`src/rtl/core/sha256_pkg.sv`:
```
// ----------------------------------------------------------------------------
// sha256 package
// types and constants shared by the sha-256 byte stream hasher
// ----------------------------------------------------------------------------
package sha256_pkg;

    typedef struct packed {
        logic       action;
        logic [7:0] data_byte;
    } in_item_t;

    typedef struct packed {
        logic [31:0] digest_word;
        logic [2:0]  word_index;
        logic        last_word;
    } out_item_t;

    localparam logic ACT_ABSORB = 1'b0;
    localparam logic ACT_FINISH = 1'b1;

    localparam logic [5:0] PAD_LEN_POS = 6'd56;

    typedef logic [31:0] word_t;

    function automatic word_t init_hash(input logic [2:0] idx);
        word_t v;
        v = 32'h0;
        case (idx)
            3'd0: v = 32'h6a09e667;
            3'd1: v = 32'hbb67ae85;
            3'd2: v = 32'h3c6ef372;
            3'd3: v = 32'ha54ff53a;
            3'd4: v = 32'h510e527f;
            3'd5: v = 32'h9b05688c;
            3'd6: v = 32'h1f83d9ab;
            3'd7: v = 32'h5be0cd19;
            default: v = 32'h0;
        endcase
        return v;
    endfunction

    function automatic word_t round_const(input logic [5:0] t);
        word_t k [64];
        k = '{
            32'h428a2f98, 32'h71374491, 32'hb5c0fbcf, 32'he9b5dba5,
            32'h3956c25b, 32'h59f111f1, 32'h923f82a4, 32'hab1c5ed5,
            32'hd807aa98, 32'h12835b01, 32'h243185be, 32'h550c7dc3,
            32'h72be5d74, 32'h80deb1fe, 32'h9bdc06a7, 32'hc19bf174,
            32'he49b69c1, 32'hefbe4786, 32'h0fc19dc6, 32'h240ca1cc,
            32'h2de92c6f, 32'h4a7484aa, 32'h5cb0a9dc, 32'h76f988da,
            32'h983e5152, 32'ha831c66d, 32'hb00327c8, 32'hbf597fc7,
            32'hc6e00bf3, 32'hd5a79147, 32'h06ca6351, 32'h14292967,
            32'h27b70a85, 32'h2e1b2138, 32'h4d2c6dfc, 32'h53380d13,
            32'h650a7354, 32'h766a0abb, 32'h81c2c92e, 32'h92722c85,
            32'ha2bfe8a1, 32'ha81a664b, 32'hc24b8b70, 32'hc76c51a3,
            32'hd192e819, 32'hd6990624, 32'hf40e3585, 32'h106aa070,
            32'h19a4c116, 32'h1e376c08, 32'h2748774c, 32'h34b0bcb5,
            32'h391c0cb3, 32'h4ed8aa4a, 32'h5b9cca4f, 32'h682e6ff3,
            32'h748f82ee, 32'h78a5636f, 32'h84c87814, 32'h8cc70208,
            32'h90befffa, 32'ha4506ceb, 32'hbef9a3f7, 32'hc67178f2
        };
        return k[t];
    endfunction

    function automatic word_t rotr(input word_t v, input int unsigned k);
        return (v >> k) | (v << (32 - k));
    endfunction

endpackage

```
`src/rtl/core/sha256_round.sv`:
```
// ----------------------------------------------------------------------------
// sha256 round
// working variables a..h, one compression round per cycle while step is asserted
// ----------------------------------------------------------------------------
module sha256_round (
    input  logic               clk,
    input  logic               init,
    input  sha256_pkg::word_t  init_vals [8],
    input  logic               step,
    input  logic [5:0]         round_idx,
    input  sha256_pkg::word_t  w_in,
    output sha256_pkg::word_t  vars [8]
);
    import sha256_pkg::*;

    word_t r_reg [8];
    word_t big0;
    word_t big1;
    word_t ch;
    word_t maj;
    word_t t1;
    word_t t2;

    always_comb
    begin
        big1 = rotr(r_reg[4], 6) ^ rotr(r_reg[4], 11) ^ rotr(r_reg[4], 25);
        ch = (r_reg[4] & r_reg[5]) ^ (~r_reg[4] & r_reg[6]);
        t1 = r_reg[7] + big1 + ch + round_const(round_idx) + w_in;
        big0 = rotr(r_reg[0], 2) ^ rotr(r_reg[0], 13) ^ rotr(r_reg[0], 22);
        maj = (r_reg[0] & r_reg[1]) ^ (r_reg[0] & r_reg[2]) ^ (r_reg[1] & r_reg[2]);
        t2 = big0 + maj;
    end

    assign vars = r_reg;

    always_ff @(posedge clk)
    begin
        if (init)
        begin
            r_reg <= init_vals;
        end
        else if (step)
        begin
            r_reg[7] <= r_reg[6];
            r_reg[6] <= r_reg[5];
            r_reg[5] <= r_reg[4];
            r_reg[4] <= r_reg[3] + t1;
            r_reg[3] <= r_reg[2];
            r_reg[2] <= r_reg[1];
            r_reg[1] <= r_reg[0];
            r_reg[0] <= t1 + t2;
        end
    end
endmodule
```
`config.mk`:
```
export PLATFORM = sky130hd
export DESIGN_NAME = sha256_round
export DESIGN_NICKNAME = d
export VERILOG_FILES = /design/src/rtl/core/sha256_pkg.sv /design/src/rtl/core/sha256_round.sv
export SDC_FILE = /design/constraint.sdc
export NUM_CORES = 1
export LEC_CHECK = 0
export ABC_AREA = 1
export BUFFER_PORTS_ARGS = -buffer_cell sky130_fd_sc_hd__buf_2
export CORE_MARGIN = 5
export CORE_UTILIZATION = 50
export DETAILED_ROUTE_END_ITERATION = 10
export GPL_TIMING_DRIVEN = 0
export PLACE_DENSITY = 0.75
export SLEW_MARGIN = 40
export SYNTH_ARGS = -nofsm -noshare
export SYNTH_HDL_FRONTEND = slang
export SYNTH_SLANG_ARGS = --single-unit
```
`constraint.sdc`:
```
create_clock -name clk -period 9.26 [get_ports clk]
set_clock_uncertainty 0.2 [all_clocks]
set_input_delay 1.852 -clock clk [delete_from_list [all_inputs] [get_ports clk]]
set_output_delay 1.852 -clock clk [all_outputs]
set_load 0.02 [all_outputs]
```
==> flow_summary.ini <==
[clocking]
cts_root_buffer = clkbuf_16
cts_buffer_depth = 3
cts_tree = done
clock-sinks = 256
cts_made_buffers = 30
clk_pin_slew_ps = 60
htree_levels = 1
hold_buffers = 0
clk_latency_ps = 610

[final_layout]
syn2layout_area_growth_pct = 19.4
seq_area_um2 = 7690
design_area_um2 = 29000
fillerInstances = 4402
finalNetCount = 4312
post_route_cells_drive_above_1_share_pct = 19.5
fin_cells = 4423
largest_reg_flops = 256
mostFrequentLayoutCell = nand2_1
most-common-layout-cells = 831 x nand2_1, 581 x buf_2, 533 x inv_1
multiInputGateArea_um2 = 14100

[global_routing]
grtUsageTotal_pct = 41.7
first_global_vias = 25000
grt_max_degree = 41
antenna_found_initial = 6
gr-total-overflow = 0
grt_pass1_wl_um = 163000

[detailed_routing]
num_vias = 26200
wl_per_cell_um = 26.4
wirelength_um = 117000
vias_per_cell = 5.92
postRouteAntennaNets = 0
firstDrtPassIters = 8
drt_iter0_markers = 3558
drcViolationCount = 0

[floorplan]
std_cell_rows = 80
dieWidth_um = 230
start_util_pct = 50.7
die_area_um2 = 53100
die_y_um = 230
ios = 553
core_area_um2 = 47900

[worst_setup_path]
path_class = input port to register
endpoint_kind = register
critPathMaxStageDelay_ps = 580
worst-path-buf-inv = 6
crit_path_max_fanout = 9
startpoint_type = input port
crit_required_ps = 9380
critPathArrivalTime_ps = 9200
reg2reg_from = vars[102]$_DFFE_PP_
rrSetupSlack_ps = 1190
reg2reg_to = vars[243]$_DFFE_PP_
worst_path_max_delay_cell = fa_1
r2r_cells = 26
path_delay_family = simple AND/OR/NAND/NOR gates

[synthesis]
ys_warn_count = 0
async_flop_share_pct = 0
synth_cells = 3188
syn_area_um2 = 24300
synth-edff-count = 256
yosysSeqAreaShare_pct = 31.6
ys_ff_latch = 256
ys.flop_type = edfxtp_1
syn_nets = 3721
ys_types = 71
syn_area_per_cell_um2 = 7.62

[placement]
portBuffers = 549
place_congestion = 1.08
dp_slack_ps = -466
dpl-instance-area_um2 = 28000
hpwl_um = 95700
placedCellCount = 4359

[sta]
rsz0062_at_grt = no
hold_slack_ps = 377
worstMarginPinSlew_ps = 989
fmax_mhz = 110
finalMaxSlewViolations = 0
period_needed_ps = 9080
fin_ws_ps = 181
post-route-period-util_pct = 98.0
relSlewSlack_pct = 34.1
setup_viol_count_final = 0
final_hold_viol_count = 0

[min_path]
hold_end = vars[38]$_DFFE_PP_
whs_path_depth = 2
hp-start = vars[70]$_DFFE_PP_
worstHoldPathType = register to register

[status]
outcome = completed

[run]
max-cap-violations = 0
-- metal layers --
metal / up-vias / routed length (µm) / GRT usage (%)
met5: - / 13 / 0
met4: 2 / 9840 / 27.1
met3: 454 / 13400 / 8.91
met2: 1996 / 53500 / 68.4
met1: 12300 / 40000 / 49.6
li1: 11500 / - / -
-- how the worst max path moves through the flow --
stage                            start                   to  slack [ps]  cells after the start
after floorplan           round_idx[1]  vars[255]$_DFFE_PP_        1950                     33
after global placement    round_idx[1]  vars[247]$_DFFE_PP_        -790                     31
after detailed placement  round_idx[1]  vars[243]$_DFFE_PP_        -470                     30
after CTS                 round_idx[1]  vars[243]$_DFFE_PP_         100                     30
after global routing      round_idx[0]  vars[255]$_DFFE_PP_          80                     33
final                     round_idx[1]  vars[248]$_DFFE_PP_         180                     30
-- cell usage after synthesis, types with 5 or more instances --
master | instances | share of area, %
a221oi_1 | 6 | 0.22
a21oi_1 | 169 | 3.5
a21boi_0 | 9 | 0.28
nand4_1 | 18 | 0.46
buf_2 | 32 | 0.66
fa_1 | 125 | 10
xnor2_1 | 81 | 2.9
nor2_2 | 5 | 0.13
o2111ai_1 | 8 | 0.29
clkbuf_1 | 95 | 1.5
nor2_1 | 179 | 2.8
inv_1 | 534 | 8.2
nand2_1 | 831 | 13
o21ai_0 | 307 | 6.3
nand3_1 | 109 | 2.2
a31oi_1 | 17 | 0.44
or2_2 | 21 | 0.54
a21oi_2 | 9 | 0.32
or2_1 | 5 | 0.13
o21a_1 | 7 | 0.22
nor3_1 | 19 | 0.39
o211ai_1 | 16 | 0.49
inv_2 | 8 | 0.12
o21bai_1 | 8 | 0.25
a21o_1 | 11 | 0.34
o21ai_2 | 7 | 0.25
ha_1 | 111 | 5.7
o221ai_1 | 12 | 0.43
edfxtp_1 | 256 | 32
nand2_2 | 11 | 0.28
xor2_1 | 89 | 3.2
-- worst reg2reg max path, stage by stage (launching register included) --
cell and delay [ps]:
edfxtp_1 500, clkbuf_1 530, xnor2_1 200, xor2_1 480, fa_1 280, inv_1 100, fa_1 620, fa_1 450
inv_1 70, ha_1 230, inv_1 90, fa_1 470, inv_1 70, nand2_1 60, nand3_2 120, a21oi_2 100
o21bai_1 310, xor2_2 350, fa_1 470, ha_1 360, nand2_1 110, nor2_1 320, nand3_1 130, o21ai_1 430
a21oi_1 260, xor2_1 330, o21ai_0 150
-- repair_timing --
action / 4_1_cts / 5_1_grt
setup endpoints to repair: 0 / 17
resized for setup: 0 / 14
setup buffers: 0 / 3
-- per-stage QoR --
step	setup TNS [ps]	util [%]
floorplan	0	-
global placement	-11920	58.0
global route	0	60.5
CTS	0	60.3
finish	0	60.5
detailed placement	-4080	58.4
-- cell type report --
cell class	count	area share, %
buffer	137	2.03
inverter	544	7.05
multi-input combinational	2251	48.5
sequential	256	26.5
tap	615	2.65
clock buffer	37	2.75
clock inverter	19	0.422
timing repair buffer	559	10.0
antenna	5	0.0431
-- kinds of logic after synthesis --
kind of cell	after synthesis	synth area share, %
AOI/OAI and AO/OA	629	15.0
xor gates and xnor gates	170	6.13
adders and majority gates	237	16.0
buffers and inverters	681	10.8
DFF	256	31.6
and+or+nand+nor	1215	20.4
Power is not shown: default switching activity piles up to over one toggle a cycle in this logic, so the estimate is an artifact.
