**src/rtl/core/sha256_pkg.sv**
```systemverilog
// ----------------------------------------------------------------------------
// sha256 package
// types and constants shared by the sha-256 byte stream hasher
// ----------------------------------------------------------------------------
package sha256_pkg;

    typedef struct packed {
        logic       action;
        logic [7:0] data_byte;
    } in_item_t;

    typedef struct packed {
        logic [31:0] digest_word;
        logic [2:0]  word_index;
        logic        last_word;
    } out_item_t;

    localparam logic ACT_ABSORB = 1'b0;
    localparam logic ACT_FINISH = 1'b1;

    localparam logic [5:0] PAD_LEN_POS = 6'd56;

    typedef logic [31:0] word_t;

    function automatic word_t init_hash(input logic [2:0] idx);
        word_t v;
        v = 32'h0;
        case (idx)
            3'd0: v = 32'h6a09e667;
            3'd1: v = 32'hbb67ae85;
            3'd2: v = 32'h3c6ef372;
            3'd3: v = 32'ha54ff53a;
            3'd4: v = 32'h510e527f;
            3'd5: v = 32'h9b05688c;
            3'd6: v = 32'h1f83d9ab;
            3'd7: v = 32'h5be0cd19;
            default: v = 32'h0;
        endcase
        return v;
    endfunction

    function automatic word_t round_const(input logic [5:0] t);
        word_t k [64];
        k = '{
            32'h428a2f98, 32'h71374491, 32'hb5c0fbcf, 32'he9b5dba5,
            32'h3956c25b, 32'h59f111f1, 32'h923f82a4, 32'hab1c5ed5,
            32'hd807aa98, 32'h12835b01, 32'h243185be, 32'h550c7dc3,
            32'h72be5d74, 32'h80deb1fe, 32'h9bdc06a7, 32'hc19bf174,
            32'he49b69c1, 32'hefbe4786, 32'h0fc19dc6, 32'h240ca1cc,
            32'h2de92c6f, 32'h4a7484aa, 32'h5cb0a9dc, 32'h76f988da,
            32'h983e5152, 32'ha831c66d, 32'hb00327c8, 32'hbf597fc7,
            32'hc6e00bf3, 32'hd5a79147, 32'h06ca6351, 32'h14292967,
            32'h27b70a85, 32'h2e1b2138, 32'h4d2c6dfc, 32'h53380d13,
            32'h650a7354, 32'h766a0abb, 32'h81c2c92e, 32'h92722c85,
            32'ha2bfe8a1, 32'ha81a664b, 32'hc24b8b70, 32'hc76c51a3,
            32'hd192e819, 32'hd6990624, 32'hf40e3585, 32'h106aa070,
            32'h19a4c116, 32'h1e376c08, 32'h2748774c, 32'h34b0bcb5,
            32'h391c0cb3, 32'h4ed8aa4a, 32'h5b9cca4f, 32'h682e6ff3,
            32'h748f82ee, 32'h78a5636f, 32'h84c87814, 32'h8cc70208,
            32'h90befffa, 32'ha4506ceb, 32'hbef9a3f7, 32'hc67178f2
        };
        return k[t];
    endfunction

    function automatic word_t rotr(input word_t v, input int unsigned k);
        return (v >> k) | (v << (32 - k));
    endfunction

endpackage

```
**src/rtl/core/sha256_sched.sv**
```systemverilog
// ----------------------------------------------------------------------------
// sha256 schedule
// 16-word sliding message schedule window, one word per round
// ----------------------------------------------------------------------------
module sha256_sched (
    input  logic               clk,
    input  logic               load,
    input  logic [3:0]         load_idx,
    input  sha256_pkg::word_t  load_word,
    input  logic               shift,
    output sha256_pkg::word_t  w_out
);
    import sha256_pkg::*;

    word_t win_reg [16];
    word_t s0;
    word_t s1;
    word_t w_new;

    always_comb
    begin
        s0 = rotr(win_reg[1], 7) ^ rotr(win_reg[1], 18) ^ (win_reg[1] >> 3);
        s1 = rotr(win_reg[14], 17) ^ rotr(win_reg[14], 19) ^ (win_reg[14] >> 10);
        w_new = win_reg[0] + s0 + win_reg[9] + s1;
    end

    assign w_out = win_reg[0];

    always_ff @(posedge clk)
    begin
        if (load)
        begin
            win_reg[load_idx] <= load_word;
        end
        else if (shift)
        begin
            for (int i = 0; i < 15; i++)
            begin
                win_reg[i] <= win_reg[i + 1];
            end
            win_reg[15] <= w_new;
        end
    end
endmodule

```
**config.mk**
```make
export PLATFORM = sky130hd
export DESIGN_NAME = sha256_sched
export DESIGN_NICKNAME = d
export VERILOG_FILES = /design/src/rtl/core/sha256_pkg.sv /design/src/rtl/core/sha256_sched.sv
export SDC_FILE = /design/constraint.sdc
export NUM_CORES = 1
export LEC_CHECK = 0
export BUFFER_PORTS_ARGS = -buffer_cell sky130_fd_sc_hd__buf_2
export CORE_ASPECT_RATIO = 0.6
export CORE_UTILIZATION = 25
export CTS_BUF_LIST = sky130_fd_sc_hd__clkbuf_4 sky130_fd_sc_hd__clkbuf_8
export CTS_CLUSTER_DIAMETER = 100
export DETAILED_ROUTE_END_ITERATION = 10
export PLACE_DENSITY = 0.44
export SLEW_MARGIN = 0
export SYNTH_ARGS = -nofsm -noshare
export SYNTH_HDL_FRONTEND = slang
export SYNTH_SLANG_ARGS = --single-unit
```
**constraint.sdc**
```tcl
create_clock -name clk -period 4.5 [get_ports clk]
set_clock_uncertainty 0.1 [all_clocks]
set_input_delay 0.9 -clock clk [delete_from_list [all_inputs] [get_ports clk]]
set_output_delay 0.9 -clock clk [all_outputs]
set_load 0.05 [all_outputs]
```
==> results.toml, run 1 <==
[die]
rows = 88
die_y_um = 245
die_x_um = 407
start_util_pct = 25.4
core_area_um2 = 96800
num_io_pins = 71
die_area_um2 = 99700

[synth]
synth_seq_cells = 512
async_flop_share_pct = 0
netlist_area_um2 = 24600
ys.flop_type = "edfxtp_1"
syn_nets = 1939
synth_warnings = 0
synthCells = 1807
synth_edf_count = 512
ys_seq_area_share_pct = 62.5
yosysUniqueCellTypes = 58
avgSynthCellArea_um2 = 13.6

[worst_setup_path]
critPathMaxFanout = 4
worstSetupPathType = "register to register"
critPathRequiredTime_ns = 4.87
start_kind = "register"
cpPeakStageDelay_ns = 0.50
critical-path-top-delay-family = "adder cells"
cpMostUsedCell = "xnor2_1"
cp_slowest_cell = "fa_1"
path_cells = "xnor2_1 -> xnor2_1 -> buf_4 -> fa_1 -> inv_1 -> fa_1 -> inv_1 -> ha_1 -> nand2_1 -> or3_4 -> a21oi_4 -> buf_4 -> o31a_4 -> a31oi_4 -> xnor2_1 -> a21o_1"
endpoint_kind = "register"
critPathArrivalTime_ns = 4.78
cp_num_buf_inv = 4

[placement]
dp.cells = 3182
dpl_worst_slack_ns = -0.186
hpwl_mm = 59.4
io_buffers = 70
finalWeightedCongestion = 0.959

[global_routing]
grt_overflow = 0
grt_max_degree = 152
gr-usage-met1_pct = 26.5
first_global_vias = 15300
busiest_layer = "met1"
grt_pass1_wl_mm = 118
globalRouteMet2Util_pct = 22.1
antenna_found_initial = 5
met3_usage_pct = 5.34
grtUsageTotal_pct = 16.8

[timing]
relSlewSlack_pct = 18.4
whs_ns = 0.404
fin_ws_ns = 0.0940
setup_tns_ns = 0
min_period_ns = 4.41
timing.fmax_mhz = 227
finalHoldViolCount = 0
drv_slew = 0
min_period_over_period_pct = 97.9
setup-violations-final = 0
worst_pin_slew_ns = 1.22

[route]
dr.pass1.iters = 5
ant_nets = 0
routed_wl_mm = 83.8
first_iter_violations = 1605
wl_per_cell_um = 25.1
vias = 15500
drc_errors = 0
viasPerCell = 4.64

[finish]
final_nets = 2103
final_cell_count_no_fill = 3336
fillCellCount = 9861
area_delta_synth_final_pct = 18.5
final_util_pct = 30.1
antenna_cells = 0
largest_reg_flops = 512
drive_gt1_share_pct = 19.6

[worst_hold_path]
hold_class = "register to register"

[clocking]
hold_buffers = 0
cts_buffers = 80
cts_sinks = 512
clockBufferDepth = 3
cts_max_level = 3
root_buffer = "clkbuf_8"
clk_pin_slew_ns = 0.07
cts_tree = "done"
clk-insertion-delay-late_ns = 0.72

[status]
outcome = "completed"

[flow_run]
max-cap-violations = 0

[power]
ir_worst_vdd_mv = 0.212
power.density_nw_per_um2 = 513
p_leak_nw = 12.9
==> cell usage after synthesis (3+ instances only) <==
master    number  share of area (%)
buf_2          4              0.081
and2_1        30               0.76
a21o_1       492                 15
inv_1        143                2.2
buf_1          4              0.061
nor3_1        12               0.24
xnor2_1      112                4.0
nand2b_1       4               0.10
clkbuf_1     125                1.9
o21bai_1       5               0.15
o21ai_0       33               0.67
a21oi_1       30               0.61
or4_1          3              0.092
nor2b_1        3              0.076
o31ai_1        5               0.15
and3_1         4               0.10
nand4_1        5               0.13
nand2_1       60               0.92
ha_1          31                1.6
nor2_1        24               0.37
a211oi_1       9               0.27
o21a_1         7               0.21
nand3_1       10               0.20
xor2_1        23               0.82
a31oi_1        9               0.23
or3_1          7               0.18
fa_1          62                5.0
edfxtp_1     512                 62
a31o_2         5               0.18
==> layout by cell type (no fill, tap or decap), drive strengths merged, types with 5 or more instances in the layout <==
master	n
a211oi	9
o21bai	5
xor2	23
or3	8
nor3	12
inv	148
and2	31
a31oi	10
o31ai	6
nor2	24
nand4	5
clkinv	30
ha	31
nand3	10
clkbuf	103
edfxtp	512
nand2	61
a21oi	31
xnor2	112
o21ai	34
buf	216
o21a	8
a21o	492
a31o	6
fa	62
==> through the flow <==
stage               instance area, um^2  total power, W
floorplan                         24600         0.00879
global placement                  27400          0.0108
detailed placement                27400          0.0108
CTS                               28900          0.0148
global route                      29200          0.0157
finish                            29200          0.0150
==> cells by family (layout without fill, tap and decap cells) <==
family,count (synthesis),count (layout),synth area share (%)
DFF,512,512,62.5
adders and majority gates,93,93,6.62
and+or+nand+nor,171,171,3.45
muxes,1,1,0.0407
xor gates and xnor gates,135,135,4.81
AOI/OAI and AO/OA,617,617,18.3
buffers and inverters,278,502,4.27
==> path summary, 6_finish.rpt <==
kind                        start              end  slack [ns]  cells after the start
hold reg to reg     win_reg[4][7]    win_reg[3][7]        0.40                      1
setup / recovery  win_reg[14][21]  win_reg[15][24]        0.09                     16
hold / removal      win_reg[4][7]    win_reg[3][7]        0.40                      1
setup reg to reg  win_reg[14][21]  win_reg[15][24]        0.09                     16
==> power by group <==
part / switching (W) / internal (W)
sequential: 0.000169 / 0.00567
clock: 0.00203 / 0.00195
combinational: 0.00309 / 0.00204
total: 0.00529 / 0.00966
==> routing by layer <==
layer | vias to the layer above | share of wire, %
met3 | 81 | 8.0
met5 | - | 0
met1 | 8122 | 52
met4 | 0 | 1.2
li1 | 6836 | -
met2 | 451 | 39
==> area by class of cell <==
| type | instances | area [um^2] | share of cell area, % |
|---|---|---|---|
| Clock inverter | 39 | 254 | 0.871 |
| Sequential cell | 512 | 15400 | 52.7 |
| Inverter | 144 | 541 | 1.85 |
| Tap cell | 1305 | 1630 | 5.60 |
| Clock buffer | 103 | 1280 | 4.39 |
| Multi-Input combinational cell | 1017 | 8550 | 29.3 |
| Timing Repair Buffer | 216 | 1520 | 5.22 |
==> timing repair <==
| item | in CTS | in global routing |
|---|---|---|
| endpoints found under the hold margin | 0 | 0 |
| resized for setup | 5 | 23 |
| setup endpoints to repair | 14 | 16 |
| pin swaps | 0 | 4 |
| buffers inserted | 3 | 9 |
No activity file was read; power rests on OpenSTA's default activity.
==> run 2, diff against run 1 <==
Settings changed: ABC_AREA set to 1.
==> run 2 against run 1 <==
Effect of this change:
- combinational power fell by 10%
- final cell count grew 20%
- worst setup slack better by 0.0073 ns
- register-to-register slack about the same
- sequential power about the same
- synthesized area is 2.9% higher
- maximum frequency grew 0.17%
- total power fell by 2.8%
- routed wire length down 1.1%
- largest power group unchanged
==> results.toml, run 2 <==
[status]
outcome = "completed"

[global_routing]
met3_usage_pct = 4.11
antenna_found_initial = 3
busiest_layer = "met1"
grt_max_degree = 161
grtUsageTotal_pct = 16.2
globalRouteMet2Util_pct = 20.4
gr-usage-met1_pct = 26.5
grt_overflow = 0
grt_pass1_wl_mm = 119
first_global_vias = 16400

[timing]
finalHoldViolCount = 0
setup-violations-final = 0
timing.fmax_mhz = 227
rsz0062_at_grt = "true"
relSlewSlack_pct = 20.7
min_period_ns = 4.40
worst_pin_slew_ns = 1.19
whs_ns = 0.405
drv_slew = 0
setup_tns_ns = 0
min_period_over_period_pct = 97.7

[clocking]
clk-insertion-delay-late_ns = 0.73
cts_tree = "done"
cts_max_level = 3
clk_pin_slew_ns = 0.07
root_buffer = "clkbuf_8"
clockBufferDepth = 3
hold_buffers = 0
cts_buffers = 79
cts_sinks = 512

[route]
ant_nets = 0
routed_wl_mm = 82.8
vias = 17200
viasPerCell = 4.30
dr.pass1.iters = 5
first_iter_violations = 1477
wl_per_cell_um = 20.7
drc_errors = 0

[worst_hold_path]
hold_class = "register to register"
hold_start = "win_reg[15][8]"
min_to = "win_reg[14][8]"
holdPathStages = 2

[die]
rows = 89
die_x_um = 413
start_util_pct = 25.5
num_io_pins = 71
core_area_um2 = 99300
die_y_um = 249
die_area_um2 = 103000

[synth]
syn_nets = 2628
ys.flop_type = "edfxtp_1"
synth_seq_cells = 512
synth_warnings = 0
ys_top_cells_by_count = "1,094 x nand2_1, 512 x edfxtp_1, 314 x inv_1, 83 x o21ai_0, 64 x xor2_1"
synth_edf_count = 512
yosysTopAreaCellShare_pct = 60.7
synthCells = 2496
yosysTopAreaCell = "edfxtp_1"
yosysUniqueCellTypes = 33
netlist_area_um2 = 25300
synthMostInstantiatedCell = "nand2_1"
avgSynthCellArea_um2 = 10.1
ys_seq_area_share_pct = 60.7
async_flop_share_pct = 0
synthTopCellsByArea = "edfxtp_1 61%, nand2_1 16%, fa_1 4.9%"

[power]
ir_worst_vdd_mv = 0.227
intPower_w = 0.00913
p_clk_share_pct = 28.2
p_seq_share_pct = 40.2
power.density_nw_per_um2 = 500
finalPower_w = 0.0145
p_leak_nw = 12.6
p_comb_share_pct = 31.6
switching_share_pct = 37.2
power.switching_w = 0.00542

[finish]
drive_gt1_share_pct = 13.3
layout_commonest_cell = "nand2_1"
final_nets = 2757
largest_reg_flops = 512
multiInputGateArea_um2 = 8430
fillCellCount = 10500
seq_area_um2 = 15400
final_cell_count_no_fill = 4005
area_delta_synth_final_pct = 15.0
final_cell_mix = "1,093 x nand2_1, 512 x edfxtp_1, 314 x inv_1"

[worst_setup_path]
critPathMaxFanout = 5
rr_startpoint = "win_reg[1][2]"
worstSetupPathType = "register to register"
rrSetupSlack_ns = 0.10
worstRegToRegCells = 16
critPathRequiredTime_ns = 4.85
critPathArrivalTime_ns = 4.75
worstReg2RegEnd = "win_reg[15][28]"
start_kind = "register"
endpoint_kind = "register"

[placement]
dp.cells = 3858
io_buffers = 70
hpwl_mm = 59.4
finalWeightedCongestion = 0.938

[flow_run]
max-cap-violations = 0
-- run 2: metal layers --
layer	wire length (um)	share of wire, %
met1	44500	54
met2	30800	37
met3	6340	7.7
met4	1250	1.5
met5	0	0
-- run 2: critical path: stages, from the launching register on --
cell	delay [ns]
edfxtp_1	0.56
xnor2_1	0.65
xor2_1	0.17
fa_1	0.57
inv_1	0.07
fa_1	0.48
inv_1	0.05
ha_1	0.45
nand2_1	0.14
nor2_1	0.20
nand2_1	0.14
nor3_1	0.15
nand2_1	0.11
nand2_1	0.08
nand2_1	0.04
nand3_1	0.12
nand2_1	0.06
-- run 2: cells by family (layout without fill, tap and decap cells) --
group                    Yosys count  count (layout)  synth area share, %
buffers and inverters            411             600                 6.84
adder cells (fa/ha/maj)           93              93                 6.43
AO/OA/AOI/OAI                    118             118                 2.42
AND/OR/NAND/NOR                 1244            1244                 19.5
flip-flops                       512             512                 60.7
XOR/XNOR                         118             118                 4.08
other                              0               1                    0
-- run 2: final cells by class --
type	count	area share [%]
flip-flops and latches	512	52.8
multi-input cells	1573	29.0
well taps	1319	5.67
clock buffers	105	4.43
inverters	318	4.12
repair buffers	141	3.08
clock inverters	36	0.920
diodes	1	0.00860
-- run 2: metrics by stage --
stage          utilization [%]  setup WS, ns  instance area, um^2
2_1_floorplan                -         0.551                25300
3_3_place_gp              27.7        0.0265                27500
3_5_place_dp              27.7        0.0604                27500
4_1_cts                   29.2        0.0939                29000
5_1_grt                   29.3       -0.0201                29100
6_report                  29.3         0.101                29100
-- run 2: power by group through the flow --
stage	Sequential [W]	Clock [W]	Combinational (W)
global route	0.00586	0.00441	0.00515
global placement	0.00594	0	0.00453
finish	0.00584	0.00410	0.00460
detailed placement	0.00594	0	0.00450
CTS	0.00584	0.00421	0.00452
floorplan	0.00592	0	0.00295
-- run 2: worst max path at each step --
stage,from,to,slack (ns)
2_1_floorplan,load_idx[1],win_reg[10][0],0.55
3_3_place_gp,win_reg[14][20],win_reg[15][25],0.03
3_5_place_dp,win_reg[14][20],win_reg[15][25],0.06
4_1_cts,win_reg[14][20],win_reg[15][25],0.09
5_1_grt,win_reg[14][20],win_reg[15][21],-0.02
6_report,win_reg[1][2],win_reg[15][28],0.10
-- run 2: what timing repair did --
action,CTS,global route
hold endpoints to repair,0,0
buffers inserted,0,5
endpoints found under the setup margin,0,13
resized for setup,0,9
